<file path="config.mk">
export PLATFORM = sky130hd
export DESIGN_NAME = modbus_tcp_response_parser
export DESIGN_NICKNAME = d
export VERILOG_FILES = /design/src/sv/mtrp_pkg.sv /design/src/sv/mtrp_parser.sv /design/src/sv/modbus_tcp_response_parser.sv
export SDC_FILE = /design/constraint.sdc
export NUM_CORES = 1
export LEC_CHECK = 0
export BUFFER_PORTS_ARGS = -buffer_cell sky130_fd_sc_hd__buf_2
export CAP_MARGIN = 25
export CORE_ASPECT_RATIO = 2
export CORE_MARGIN = 2
export CORE_UTILIZATION = 59
export DETAILED_ROUTE_END_ITERATION = 6
export GPL_ROUTABILITY_DRIVEN = 0
export PLACE_DENSITY_LB_ADDON = 0.1
export SLEW_MARGIN = 10
export SYNTH_ARGS = -nofsm -noshare
export SYNTH_HDL_FRONTEND = slang
export SYNTH_SLANG_ARGS = --single-unit
export TNS_END_PERCENT = 20
</file>
<file path="constraint.sdc">
create_clock -name clk -period 4.6 [get_ports clk]
set_clock_uncertainty 0.1 [all_clocks]
set_input_delay 0.23 -clock clk [delete_from_list [all_inputs] [get_ports clk]]
set_output_delay 0.23 -clock clk [all_outputs]
set_load 0.01 [all_outputs]
</file>
<file path="src/sv/mtrp_pkg.sv">
// Package: types and constants shared by the Modbus TCP response parser.
`timescale 1ns / 1ps
package mtrp_pkg;

	localparam logic [15:0] TRANSACTION_ID_RESET = 16'hB16E;

	localparam int DATA_SLOTS = 4;
	localparam int DATA_IDX_W = $clog2(DATA_SLOTS);

	localparam logic [7:0] FC_READ_COILS      = 8'h01;
	localparam logic [7:0] FC_READ_DISCRETE   = 8'h02;
	localparam logic [7:0] FC_READ_HOLDING    = 8'h03;
	localparam logic [7:0] FC_READ_INPUT_REGS = 8'h04;
	localparam logic [7:0] FC_WRITE_COIL      = 8'h05;
	localparam logic [7:0] FC_WRITE_REG       = 8'h06;
	localparam logic [7:0] FC_WRITE_COILS     = 8'h0F;
	localparam logic [7:0] FC_WRITE_REGS      = 8'h10;

	localparam logic [7:0] FIXED_DATA_BYTES = 8'd4;

	typedef enum logic [2:0] {
		PH_IDLE   = 3'd0,
		PH_HEADER = 3'd1,
		PH_LENGTH = 3'd2,
		PH_UNIT   = 3'd3,
		PH_FUNC   = 3'd4,
		PH_COUNT  = 3'd5,
		PH_DATA   = 3'd6
	} phase_t;

	typedef struct packed {
		logic        frame_done;
		logic        frame_dropped;
		logic [7:0]  function_code;
		logic [7:0]  unit_id;
		logic [15:0] length_value;
		logic [31:0] inputs_image;
		logic [15:0] message_count;
	} result_t;

endpackage

</file>
<file path="src/sv/mtrp_parser.sv">
// Parser state and per-byte next-state logic for Modbus TCP response frames.
`timescale 1ns / 1ps
module mtrp_parser (
	input  logic              clk,
	input  logic              arst_n,
	input  logic              step,
	input  logic [7:0]        rx_byte,
	input  logic [15:0]       expected_id,
	output mtrp_pkg::result_t res
);
	import mtrp_pkg::*;

	phase_t      phase_q, phase_d;
	logic [7:0]  cnt_q, cnt_d;
	logic [7:0]  func_q, func_d;
	logic [7:0]  unit_q, unit_d;
	logic [15:0] len_q, len_d;
	logic [7:0]  exp_q, exp_d;
	logic [7:0]  data_q [DATA_SLOTS];
	logic [7:0]  data_d [DATA_SLOTS];
	logic [31:0] word_q, word_d;
	logic [15:0] frames_q, frames_d;
	logic        done, dropped;

	always_comb begin
		phase_d  = phase_q;
		cnt_d    = cnt_q;
		func_d   = func_q;
		unit_d   = unit_q;
		len_d    = len_q;
		exp_d    = exp_q;
		data_d   = data_q;
		word_d   = word_q;
		frames_d = frames_q;
		done     = 1'b0;
		dropped  = 1'b0;
		case (phase_q)
			PH_HEADER: begin
				if (cnt_q == 8'd1 && rx_byte == expected_id[7:0]) begin
					cnt_d = 8'd2;
				end else if (cnt_q == 8'd2 && rx_byte == 8'd0) begin
					cnt_d = 8'd3;
				end else if (cnt_q == 8'd3 && rx_byte == 8'd0) begin
					phase_d = PH_LENGTH;
					cnt_d   = 8'd0;
				end else begin
					phase_d = PH_IDLE;
					dropped = 1'b1;
				end
			end
			PH_LENGTH: begin
				if (cnt_q == 8'd0) begin
					len_d = {rx_byte, 8'h00};
					cnt_d = 8'd1;
				end else begin
					len_d   = len_q | {8'h00, rx_byte};
					phase_d = PH_UNIT;
				end
			end
			PH_UNIT: begin
				unit_d  = rx_byte;
				phase_d = PH_FUNC;
			end
			PH_FUNC: begin
				func_d = rx_byte;
				cnt_d  = 8'd0;
				for (int i = 0; i < DATA_SLOTS; i++) data_d[i] = 8'h00;
				if (rx_byte inside {[FC_READ_COILS:FC_READ_INPUT_REGS]}) begin
					phase_d = PH_COUNT;
				end else if (rx_byte inside {FC_WRITE_COIL, FC_WRITE_REG,
						FC_WRITE_COILS, FC_WRITE_REGS}) begin
					exp_d   = FIXED_DATA_BYTES;
					phase_d = PH_DATA;
				end else begin
					phase_d = PH_IDLE;
					dropped = 1'b1;
				end
			end
			PH_COUNT: begin
				exp_d   = rx_byte;
				cnt_d   = 8'd0;
				phase_d = PH_DATA;
			end
			PH_DATA: begin
				if (cnt_q < 8'(DATA_SLOTS)) data_d[cnt_q[DATA_IDX_W-1:0]] = rx_byte;
				if ({1'b0, cnt_q} + 9'd1 >= {1'b0, exp_q}) begin
					if (func_q == FC_READ_DISCRETE)
						word_d = {data_d[3], data_d[2], data_d[1], data_d[0]};
					frames_d = frames_q + 16'd1;
					phase_d  = PH_IDLE;
					done     = 1'b1;
				end
				cnt_d = cnt_q + 8'd1;
			end
			default: begin
				if (rx_byte == expected_id[15:8]) begin
					phase_d = PH_HEADER;
					cnt_d   = 8'd1;
				end else begin
					phase_d = PH_IDLE;
				end
			end
		endcase
	end

	always_ff @(posedge clk or negedge arst_n) begin
		if (!arst_n) begin
			phase_q  <= PH_IDLE;
			cnt_q    <= '0;
			func_q   <= '0;
			unit_q   <= '0;
			len_q    <= '0;
			exp_q    <= '0;
			word_q   <= '0;
			frames_q <= '0;
			for (int i = 0; i < DATA_SLOTS; i++) data_q[i] <= '0;
		end else if (step) begin
			phase_q  <= phase_d;
			cnt_q    <= cnt_d;
			func_q   <= func_d;
			unit_q   <= unit_d;
			len_q    <= len_d;
			exp_q    <= exp_d;
			word_q   <= word_d;
			frames_q <= frames_d;
			data_q   <= data_d;
		end
	end

	assign res.frame_done    = done;
	assign res.frame_dropped = dropped;
	assign res.function_code = func_d;
	assign res.unit_id       = unit_d;
	assign res.length_value  = len_d;
	assign res.inputs_image  = word_d;
	assign res.message_count = frames_d;

`ifndef SYNTHESIS
	a_count_on_done: assert property (@(posedge clk) disable iff (!arst_n)
		step && done |=> frames_q == $past(frames_q) + 16'd1)
		else $error("frame count did not advance on a completed frame");
	a_count_hold: assert property (@(posedge clk) disable iff (!arst_n)
		!(step && done) |=> $stable(frames_q))
		else $error("frame count moved without a completed frame");
	a_drop_idle: assert property (@(posedge clk) disable iff (!arst_n)
		step && dropped |=> phase_q == PH_IDLE)
		else $error("dropped frame did not return to idle");
	a_done_not_drop: assert property (@(posedge clk) disable iff (!arst_n)
		!(done && dropped))
		else $error("frame both completed and dropped");
`endif

endmodule

</file>
<file path="src/sv/modbus_tcp_response_parser.sv">
// Top level: Modbus TCP response parser with config register and result register.
//
//  channel   signals                       width  dir
//  in        in_valid in_ready rx_byte     8      byte stream in
//  out       out_valid out_ready + fields  82     one result per byte
//  cfg       cfg_valid cfg_ready cfg_data  16     transaction id write
//
//  One byte per clock while the output is not stalled; the parser state updates on
//  the transfer and the result lands in the output register in the same edge.
//  in_ready is high while the output register is empty or being drained.
//  A stalled output holds one result; input then waits until it is taken.
//  Reset clears parser state, the result flag and sets the id to 0xB16E.
`timescale 1ns / 1ps
module modbus_tcp_response_parser (
	input  logic        clk,
	input  logic        arst_n,
	input  logic        in_valid,
	output logic        in_ready,
	input  logic [7:0]  rx_byte,
	output logic        out_valid,
	input  logic        out_ready,
	output logic        frame_done,
	output logic        frame_dropped,
	output logic [7:0]  function_code,
	output logic [7:0]  unit_id,
	output logic [15:0] length_value,
	output logic [31:0] inputs_image,
	output logic [15:0] message_count,
	input  logic        cfg_valid,
	output logic        cfg_ready,
	input  logic [15:0] cfg_data
);
	import mtrp_pkg::*;

	logic [15:0] tid_q;
	logic        out_valid_q;
	result_t     res;
	result_t     res_q;
	logic        step;

	assign cfg_ready = 1'b1;
	assign in_ready  = !out_valid_q || out_ready;
	assign step      = in_valid && in_ready;

	always_ff @(posedge clk or negedge arst_n) begin
		if (!arst_n) begin
			tid_q <= TRANSACTION_ID_RESET;
		end else if (cfg_valid && cfg_ready) begin
			tid_q <= cfg_data;
		end
	end

	mtrp_parser u_parser (
		.clk        (clk),
		.arst_n     (arst_n),
		.step       (step),
		.rx_byte    (rx_byte),
		.expected_id(tid_q),
		.res        (res)
	);

	always_ff @(posedge clk or negedge arst_n) begin
		if (!arst_n) begin
			out_valid_q <= 1'b0;
		end else if (step) begin
			out_valid_q <= 1'b1;
		end else if (out_ready) begin
			out_valid_q <= 1'b0;
		end
	end

	always_ff @(posedge clk) begin
		if (step) res_q <= res;
	end

	assign out_valid     = out_valid_q;
	assign frame_done    = res_q.frame_done;
	assign frame_dropped = res_q.frame_dropped;
	assign function_code = res_q.function_code;
	assign unit_id       = res_q.unit_id;
	assign length_value  = res_q.length_value;
	assign inputs_image  = res_q.inputs_image;
	assign message_count = res_q.message_count;

`ifndef SYNTHESIS
	a_no_overwrite: assert property (@(posedge clk) disable iff (!arst_n)
		out_valid_q && !out_ready |=> out_valid_q && $stable(res_q))
		else $error("pending result lost or changed while stalled");
	a_load_on_transfer: assert property (@(posedge clk) disable iff (!arst_n)
		step |=> out_valid_q)
		else $error("accepted byte produced no result");
	a_flags_exclusive: assert property (@(posedge clk) disable iff (!arst_n)
		out_valid_q |-> !(res_q.frame_done && res_q.frame_dropped))
		else $error("result flagged both done and dropped");
`endif

endmodule
</file>
After elaboration in Yosys (flattened, before gate mapping)
Cells that the tools add are included.

Bits in registers: 230. Bits of input ports: 29. Output and inout bits: 85. Logic and storage cells: 118.

Add/sub/neg operators: 3. Order comparisons: 6. Equal/unequal tests: 24. Multiplexer cells: 41. Bitwise logic cells: 3. Reductions and logical operators: 20.

Operators by type and width (number): 2-to-1 mux 32 bit (4); 2-to-1 mux 8 bit (10); 2-to-1 mux 16 bit (4); one-hot mux 32 bit (2 select lines) (1); one-hot mux 8 bit (5 select lines) (1); bitwise mux 32 bit (1); == test 8 x 2 -> 1 bit (second input constant) (3); 2-to-1 mux 3 bit (6); one-hot mux 3 bit (6 select lines) (1); adder 16 x 1 -> 16 bit (second input constant) (1); demux 8 bit (select 2 bit) (1); == test 8 x 3 -> 1 bit (second input constant) (2); == test 8 bit (2); zero test 8 bit (2); bitwise OR 16 x 8 -> 16 bit (1); one-hot mux 8 bit (2 select lines) (1); AND reduction 5 bit (2); adder 8 x 1 -> 9 bit (second input constant) (1); == test 3 bit (second input constant) (3); >= comparator 9 x 8 -> 1 bit (1); 2-to-1 mux 1 bit (9); adder 8 x 1 -> 8 bit (second input constant) (1); == test 8 x 1 -> 1 bit (second input constant) (1); == test 8 x 4 -> 1 bit (second input constant) (1); other kinds (24) (37).

Depth between registers and ports, before layout
Gate-level depths: netlist of run 1.

Depth in word-level cells: 10. Depth in mapped cells: 14.

By module
From an unflattened synthesis of run 1, not the netlist that was laid out.

Cell total of the unflattened synthesis: 910. Area, all modules: 10741.6 um2.

By module, submodules not included: mtrp_parser (times used 1, cells each 788, area each 7563.5 um2); modbus_tcp_response_parser (times used 1, cells each 122, area each 3178.0 um2).

Worst setup path before layout of run 1
Ideal clock, no wire load.

Kind: reg2reg. Start: register out_valid_q (netlist: out_valid). End: register res_q (netlist bit frame_done), enable pin. Data arrival time: 3412 ps. Data required time: 4022 ps. Setup slack: 610 ps. Cell stages (with the launch flop): 6. Clock period less this slack: 3990 ps. Path through: dfrtp_1 -> nand2b_1 -> nand2_1 -> inv_1 -> clkbuf_1 -> buf_1.

Longest elaborated chain between the ends: 3.

Ends and longest elaborated chain: start, declared (line modbus_tcp_response_parser.sv:36) `logic out_valid_q;`; start signal, assigned (line modbus_tcp_response_parser.sv:64) `out_valid_q <= 1'b0;`; start signal, assigned (line modbus_tcp_response_parser.sv:66) `out_valid_q <= 1'b1;`; start signal, assigned (line modbus_tcp_response_parser.sv:68) `out_valid_q <= 1'b0;`; zero test 1 bit (line modbus_tcp_response_parser.sv:42) `assign in_ready = !out_valid_q || out_ready;`; logical OR 1 bit (line modbus_tcp_response_parser.sv:42); named net in_ready (line modbus_tcp_response_parser.sv:18) `output logic in_ready,`; logical AND 1 bit (line modbus_tcp_response_parser.sv:43) `assign step = in_valid && in_ready;`; named net step (line modbus_tcp_response_parser.sv:39) `logic step;`; end signal, assigned (line modbus_tcp_response_parser.sv:73) `if (step) res_q <= res;`; end, declared (line modbus_tcp_response_parser.sv:38) `result_t res_q;`.

The timed path passes the listed nets, and every way through them passes these cells. A chain may end at the register's enable or synchronous reset.

==> impl_metrics.tcl, run 1 <==
set metrics [dict create \
    io_buffers 112 \
    track_usage_pct 24.0 \
    cp_data_required_time_ns 4.74 \
    critPathSlowestCell "dfrtp_1" \
    antenna_found_initial 0 \
    finalSetupViolCount 0 \
    synth_top_family_by_area "simple AND/OR/NAND/NOR gates" \
    synth_compound_area_share_pct 9.91 \
    power_switching_mw 1.96 \
    synth_top_cell_by_area "dfrtp_1" \
    hold_path.class "in -> reg" \
    ctsHoldBuffers 19 \
    postRouteAntennaNets 0 \
    synth.distinct_cells 57 \
    slew_viol_final 0 \
    cp_top_family "compound AO/OA/AOI/OAI gates" \
    arrival_ns 3.99 \
    power_leakage_nw 5.33 \
    cp-start-kind "flip-flop" \
    hold_ws_ns 0.112 \
    initial_utilization_pct 60.2 \
    n_antenna_cell 0 \
    fill_cells 1317 \
    die-area_sq_mm 0.0188 \
    min_to "u_parser.exp_q[4]" \
    cts_tree "yes" \
    cp-end-kind "flip-flop" \
    worst_pin_slew_ns 0.820 \
    synth_fa_ha_area_share_pct 1.56 \
    synthCells 912 \
    clockBufferDepth 3 \
    num_vias 7088 \
    clock_sinks 230 \
    reg2regPathDepth 12 \
    path_cells "ha_1 > nand3_2 > or3_1 > xnor2_1 > ha_1 > and3_1 > a221oi_1 > o41a_1 > a21o_1 > inv_2 > and3_1 > xor2_1" \
    critPathMaxStageDelay_ns 0.48 \
    min_from "rx_byte[4]" \
    combPwrFrac_pct 26.5 \
    drive_gt1_share_pct 20.9 \
    die_h_microns 192 \
    post_cts_buffers 0 \
    hold_violations 0 \
    async_flop_share_pct 64.3 \
    area.growth.synth_to_final_pct 14.2 \
    fmax_ghz 0.260 \
    cts_inserted_buffers 21 \
    dp_hpwl_microns 14700 \
    yosys-top-cells-count "139 x dfrtp_1, 122 x nor2_1, 101 x nand2_1, 83 x a21oi_1, 82 x edfxtp_1" \
    critPathBufInv 1 \
    grt_pass1_vias 7083 \
    p_int_mw 4.33 \
    synth_xor_area_share_pct 4.46 \
    syn-num-nets 954 \
    regToRegStartpoint "u_parser.cnt_q[0]" \
    viasPerCell 5.69 \
    syn_area_sq_mm 0.0104 \
    tns_ns 0 \
    row_count 68 \
    core_area_sq_mm 0.0173 \
    yosysMostFrequentCell "dfrtp_1" \
    synth-main-ff-cell "dfrtp_1" \
    fin_nets 1062 \
    firstDrtPassIters 6 \
    grt_pass1_wl_microns 36100 \
    path_class "reg -> reg" \
    avgSynthCellArea_sq_um 11.4 \
    rsz0062_at_grt "no" \
    synth_mux_area_share_pct 8.36 \
    pin_count 114 \
    netlist_top_cells_area "dfrtp_1 33%, edfxtp_1 24%, mux2_2 5.1%" \
    ir_drop_mv 0.402 \
    drv_cap 0 \
    grt_max_degree 68 \
    hold_depth 3 \
    cts-root-buf "clkbuf_16" \
    drc_errors 0 \
    path_max_fanout 10 \
    synth_edf_count 82 \
    p_clk_share_pct 27.1 \
    finalCriticalPeriod_ns 3.85 \
    drtIter0Drc 426 \
    clk_latency_ns 0.51 \
    clk_transition_reported_paths_ns 0.06 \
    die_w_microns 97.9 \
    yosysWarnings 0 \
    wl_per_cell_microns 17.9 \
    swShare_pct 31.2 \
    status "complete, no violations" \
    post_cts_resized 0 \
    synthSimpleGateAreaFrac_pct 12.9 \
    p_seq_share_pct 46.4 \
    period_share_pct 83.7 \
    relSlewSlack_pct 45.3 \
    cts_max_level 1 \
    powerDensity_mw_per_mm2 530 \
    synth_top_area_share_pct 33.4 \
    grt_remaining_overflow 0 \
    seq_area_frac_synth_pct 59.4 \
    r2r_slack_ns 0.75 \
    synth_seq_cells 230 \
    wl_microns 22300 \
    worstReg2RegEnd "message_count[6]" \
]
cell usage in the layout (no fill, tap or decap), types with 4 or more instances in the layout:
cell and count:
nor2b_1 4, ha_1 13, xnor2_1 26, mux2_2 47
dlygate4sd3_1 19, nor4_1 5, a21oi_1 83, xor2_1 27
nand2_1 101, buf_2 111, nand4_1 12, clkbuf_16 22
nand3_1 14, inv_1 19, mux2i_1 34, o21ai_0 14
a21o_1 4, dfrtp_1 139, nor2_1 122, a22o_1 34
and3_1 12, nor3_1 10, clkbuf_1 10, edfxtp_1 82
dfstp_2 9, buf_4 8, nand2b_1 6
power by group through the flow:
stage	combinational [mW]	clock [mW]	sequential, mW
2_1_floorplan	1.19	0	2.94
3_3_place_gp	1.62	0	2.94
3_5_place_dp	1.66	0	2.95
4_1_cts	1.68	1.74	2.92
5_1_grt	1.85	1.83	2.98
6_report	1.67	1.70	2.92
per-stage QoR:
stage,util [%],std cells,power (mW),setup WS (ns),instance area [sq um]
final,68.8,1245,6.29,0.750,11900
after global routing,68.8,1245,6.66,0.464,11900
after CTS,68.7,1244,6.34,0.757,11900
after detailed placement,63.8,1187,4.61,0.794,11000
after global placement,63.8,1187,4.56,0.890,11000
after floorplan,-,912,4.12,0.610,10400
cell families (layout without fill, tap and decap cells):
family / Yosys count / in the layout
AOI/OAI and AO/OA: 157 / 157
xor gates and xnor gates: 53 / 53
adders and majority gates: 13 / 13
buffers and inverters: 75 / 198
DFF: 230 / 230
muxes: 81 / 81
other: 1 / 1
and+or+nand+nor: 302 / 302
sequential cells by signal, summed over array words and instances, names as in the netlist:
name and cells:
out_valid 1, tid_q 16, function_code 8, unit_id 8, u_parser.phase_q 3, u_parser.word_q 32, u_parser.len_q 16, u_parser.frames_q 16
u_parser.data_q 32, u_parser.func_q 8, frame_dropped 1, frame_done 1, message_count 16, inputs_image 32, u_parser.exp_q 8, length_value 16
u_parser.unit_q 8, u_parser.cnt_q 8
tightest hold or removal path, cell delays in order:
cell,delay [ns]
buf_2,0.26
nand2_1,0.11
o21ai_0,0.06
how the worst max path moves through the flow:
stage | end | startpoint | depth (start not counted)
final | message_count[6] | u_parser.cnt_q[0] | 12
after detailed placement | message_count[6] | u_parser.cnt_q[0] | 12
after floorplan | frame_done | out_valid | 5
after global placement | message_count[6] | u_parser.cnt_q[0] | 12
after CTS | message_count[6] | u_parser.cnt_q[0] | 12
after global routing | message_count[6] | u_parser.cnt_q[0] | 12
area by class of cell:
type,instances,area [sq um],area share [%]
clock buffer,34,616,5.18
clock inverter,4,47.5,0.400
inverter,21,81.3,0.685
multi-input combinational,607,3870,32.6
sequential,230,6180,52.0
tap,210,263,2.21
timing repair buffer,139,817,6.88
metal layers:
layer | track usage, % | share of wire [%] | vias to the layer above
met1 | 28.7 | 38 | 3435
li1 | - | - | 3405
met5 | 0 | 0 | -
met2 | 43.2 | 53 | 197
met3 | 3.38 | 5.0 | 51
met4 | 9.62 | 3.4 | 0
(Power assumes the default switching activity.)
==> run 2: changes to the inputs <==
- CORE_UTILIZATION: 59 -> 53
- clock period: 4.6 -> 3.29 ns (I/O delays scaled with it)
==> impl_metrics.tcl, run 2 (synthesized netlist as in run 1, its figures left out) <==
set metrics [dict create \
    fin_cells 1321 \
    arrival_ns 3.38 \
    grt_remaining_overflow 0 \
    power.total_mw 9.00 \
    final_cell_mix "138 x dfrtp_1, 111 x buf_2, 106 x nor2_1" \
    path_max_fanout 16 \
    n_antenna_cell 0 \
    dp_hpwl_microns 15400 \
    ir_drop_mv 0.534 \
    cp_data_required_time_ns 3.44 \
    slew_viol_final 0 \
    power_leakage_nw 5.51 \
    track_usage_pct 23.0 \
    grt_pass1_wl_microns 37200 \
    cts_tree "yes" \
    tns_ns 0 \
    postRouteAntennaNets 0 \
    die_h_microns 202 \
    wl_microns 23700 \
    fill_cells 1626 \
    clockBufferDepth 3 \
    die-area_sq_mm 0.0208 \
    clock_sinks 230 \
    period_share_pct 98.2 \
    powerDensity_mw_per_mm2 731 \
    critPathCapture "inputs_image[28]" \
    hold_path.class "in -> reg" \
    io_buffers 112 \
    drive_gt1_share_pct 25.1 \
    cts_inserted_buffers 21 \
    hold_violations 0 \
    path_class "reg -> reg" \
    grt_pass1_vias 7267 \
    initial_utilization_pct 54.0 \
    wl_per_cell_microns 17.9 \
    cts-root-buf "clkbuf_16" \
    dp_cells 1256 \
    r2r_slack_ns 0.06 \
    drtIter0Drc 292 \
    grt_max_degree 86 \
    cp-end-kind "flip-flop" \
    pin_count 114 \
    firstDrtPassIters 6 \
    status "complete, no violations" \
    antenna_found_initial 0 \
    fin_nets 1090 \
    hold_depth 3 \
    drv_cap 0 \
    row_count 72 \
    cp-start-kind "flip-flop" \
    drc_errors 0 \
    area.growth.synth_to_final_pct 18.5 \
    num_vias 7190 \
    cts_max_level 1 \
    regToRegStartpoint "u_parser.cnt_q[1]" \
    rsz0062_at_grt "yes" \
    clk_latency_ns 0.50 \
    finalSetupViolCount 0 \
    worst_pin_slew_ns 0.836 \
    core_area_sq_mm 0.0193 \
    layout_commonest_cell "dfrtp_1" \
    regArea_sq_mm 0.00618 \
    viasPerCell 5.44 \
    clk_transition_reported_paths_ns 0.06 \
    die_w_microns 103 \
    fmax_ghz 0.310 \
    finalCriticalPeriod_ns 3.23 \
    relSlewSlack_pct 42.8 \
    crit_start "u_parser.cnt_q[1]" \
    multiInputGateArea_sq_mm 0.00396 \
    reg2regPathDepth 14 \
    worstReg2RegEnd "inputs_image[28]" \
]
[run 2: cell count changes in the layout (fill, tap and decap cells not counted), sizes merged]
cell	before	now
bufinv	1	2
inv	22	21
buf	120	145
clkinv	2	3
clkbuf	34	33
clkinvlp	0	2
[run 2: worst max-delay path, cell delays in order (launching register included)]
cell and delay, ns:
dfrtp_1 0.39, ha_2 0.22, nand3_4 0.09, or3_4 0.36
xnor2_2 0.15, ha_1 0.30, and3_4 0.16, a221oi_2 0.26
o41a_1 0.28, buf_12 0.14, a211oi_4 0.05, buf_6 0.15
clkbuf_16 0.18, nor2_1 0.10, a21oi_1 0.05
[run 2: worst min path at each step]
stage	startpoint	to	slack [ns]
global placement	arst_n	u_parser.frames_q[10]	0.05
CTS	rx_byte[1]	u_parser.exp_q[1]	0.04
finish	rx_byte[1]	u_parser.exp_q[1]	0.05
floorplan	arst_n	out_valid	-0.23
global route	rx_byte[1]	u_parser.exp_q[1]	0.07
detailed placement	arst_n	u_parser.frames_q[10]	0.06
[run 2: timing repair]
action | CTS | global route
gates resized for setup | 0 | 28
hold endpoints to repair | 89 | 0
hold buffers | 19 | 0
buffers inserted | 0 | 6
setup endpoints to repair | 0 | 76
[run 2: cell type report]
cell class / count / area share [%]
repair buffers: 166 / 9.16
clock buffers: 31 / 4.57
inverters: 21 / 0.660
well taps: 259 / 2.63
flip-flops and latches: 230 / 50.1
clock inverters: 6 / 0.670
repair inverters: 1 / 0.0609
multi-input cells: 607 / 32.1
[run 2: metal layers]
layer	GRT usage, %	up-vias	share of wire (%)
met3	3.56	54	3.9
li1	-	3451	-
met2	41.0	158	54
met1	26.9	3527	38
met5	0	-	0
met4	9.35	0	3.8
[run 2: stage by stage]
stage	worst slack, ns	hold WS (ns)	util (%)	instance area, sq um
2_1_floorplan	-0.0673	-0.231	-	10400
3_3_place_gp	0.138	0.0543	58.6	11300
3_5_place_dp	0.0704	0.0572	58.6	11300
4_1_cts	0.0591	0.0365	62.9	12100
5_1_grt	-0.0439	0.0700	63.9	12300
6_report	0.0603	0.0505	63.9	12300
[run 2: report_power, final]
group,switching [mW],internal [mW]
combinational,1.41,1.13
clock,1.04,1.35
sequential,0.374,3.71
total,2.82,6.18
==> run 3: changes to the inputs <==
- SKIP_CTS_REPAIR_TIMING: default -> 1
- clock period: 3.29 -> 2.8 ns (I/O delays scaled with it)
==> impl_metrics.tcl, run 3 (synthesized netlist as in run 1, its figures left out) <==
set metrics [dict create \
    clock_sinks 230 \
    status "finished, violations left" \
    row_count 72 \
    ir_drop_mv 0.705 \
    drive_gt1_share_pct 29.7 \
    n_antenna_cell 0 \
    grt_pass1_vias 7228 \
    timing.final.ws_setup_ns -0.357 \
    die-area_sq_mm 0.0208 \
    hold_ws_ns -0.000111 \
    pin_count 114 \
    reg2regPathDepth 14 \
    powerDensity_mw_per_mm2 841 \
    critPathBufInv 3 \
    track_usage_pct 22.6 \
    finalSetupViolCount 99 \
    dp_cells 1296 \
    cp_data_required_time_ns 2.94 \
    viasPerCell 5.38 \
    critPathSlowestCell "dfrtp_1" \
    drv_cap 0 \
    path_cells "ha_4 > nand3_4 > or3_4 > xnor2_2 > ha_1 > and3_4 > a221oi_2 > o41a_1 > buf_6 > a211oi_4 > buf_6 > buf_2 > nor2_1 > a21oi_1" \
    initial_utilization_pct 54.0 \
    clk_latency_ns 0.50 \
    arrival_ns 3.30 \
    worst_pin_slew_ns 0.867 \
    hold_depth 2 \
    regToRegStartpoint "u_parser.cnt_q[1]" \
    grt_max_degree 73 \
    slew_viol_final 0 \
    cts_tree "yes" \
    finalCriticalPeriod_ns 3.16 \
    area.growth.synth_to_final_pct 21.9 \
    hold_path.class "in -> reg" \
    fin_nets 1126 \
    fmax_ghz 0.317 \
    rsz0062_at_grt "yes" \
    fin_cells 1356 \
    die_w_microns 103 \
    clk_transition_reported_paths_ns 0.07 \
    critPathMaxStageDelay_ns 0.41 \
    io_buffers 112 \
    cp-end-kind "flip-flop" \
    grt_pass1_wl_microns 36900 \
    fill_cells 1597 \
    wl_microns 23400 \
    layout_commonest_cell "dfrtp_1" \
    cp_top_family "simple AND/OR/NAND/NOR gates" \
    cts_max_level 1 \
    min_from "rx_byte[6]" \
    postRouteAntennaNets 0 \
    drc_errors 0 \
    violations "hold timing, setup timing" \
    clockBufferDepth 3 \
    grt_remaining_overflow 0 \
    drtIter0Drc 415 \
    hold_violations 1 \
    cts-root-buf "clkbuf_16" \
    cts_inserted_buffers 21 \
    num_vias 7298 \
    firstDrtPassIters 4 \
    path_class "reg -> reg" \
    cp-start-kind "flip-flop" \
    r2r_slack_ns -0.36 \
    antenna_found_initial 0 \
    power_leakage_nw 5.71 \
    final_cell_mix "138 x dfrtp_1, 112 x buf_2, 99 x nand2_1" \
    dp_hpwl_microns 15900 \
    period_share_pct 113 \
    path_max_fanout 8 \
    worstReg2RegEnd "inputs_image[23]" \
    wl_per_cell_microns 17.3 \
    die_h_microns 202 \
    core_area_sq_mm 0.0193 \
    relSlewSlack_pct 41.4 \
    crit_top_cell "buf_6" \
    min_to "u_parser.data_q[6]" \
    power.total_mw 10.7 \
]
## run 3: area by class of cell
type | count | area [sq um] | share of cell area (%)
repair buffers | 203 | 1400 | 11.0
well taps | 259 | 324 | 2.56
inverters | 21 | 81.3 | 0.641
clock inverters | 3 | 40.0 | 0.316
flip-flops and latches | 230 | 6180 | 48.7
clock buffers | 33 | 601 | 4.74
multi-input cells | 607 | 4060 | 32.0
## run 3: power by group
part           switching, mW  internal (mW)
combinational           1.67           1.43
sequential             0.448           4.36
clock                   1.19           1.56
## run 3: how the worst max path moves through the flow
stage	startpoint	cells past startpoint	end	slack (ns)
detailed placement	u_parser.cnt_q[1]	14	u_parser.word_q[25]	-0.34
floorplan	u_parser.cnt_q[1]	14	message_count[6]	-0.33
global route	u_parser.cnt_q[1]	14	inputs_image[23]	-0.46
global placement	u_parser.cnt_q[1]	13	inputs_image[29]	-0.26
finish	u_parser.cnt_q[1]	14	inputs_image[23]	-0.36
CTS	u_parser.cnt_q[1]	13	inputs_image[22]	-0.39
## run 3: per-layer routing
layer	share of wire, %	track usage [%]	up-vias
met5	0	0	-
met4	3.1	7.52	0
met3	3.6	2.87	50
met2	54	40.3	178
met1	39	27.6	3552
li1	-	-	3518
## run 3: stage by stage
stage	util [%]	instance area, sq um	worst slack [ns]	hold slack (ns)	TNS (ns)
floorplan	-	10400	-0.333	-0.256	-21.11
global placement	60.3	11600	-0.262	0.105	-19.60
detailed placement	60.3	11600	-0.342	0.113	-28.06
CTS	63.6	12300	-0.391	-0.410	-31.74
global route	65.8	12700	-0.463	0.0151	-38.08
finish	65.8	12700	-0.357	-0.000111	-25.99
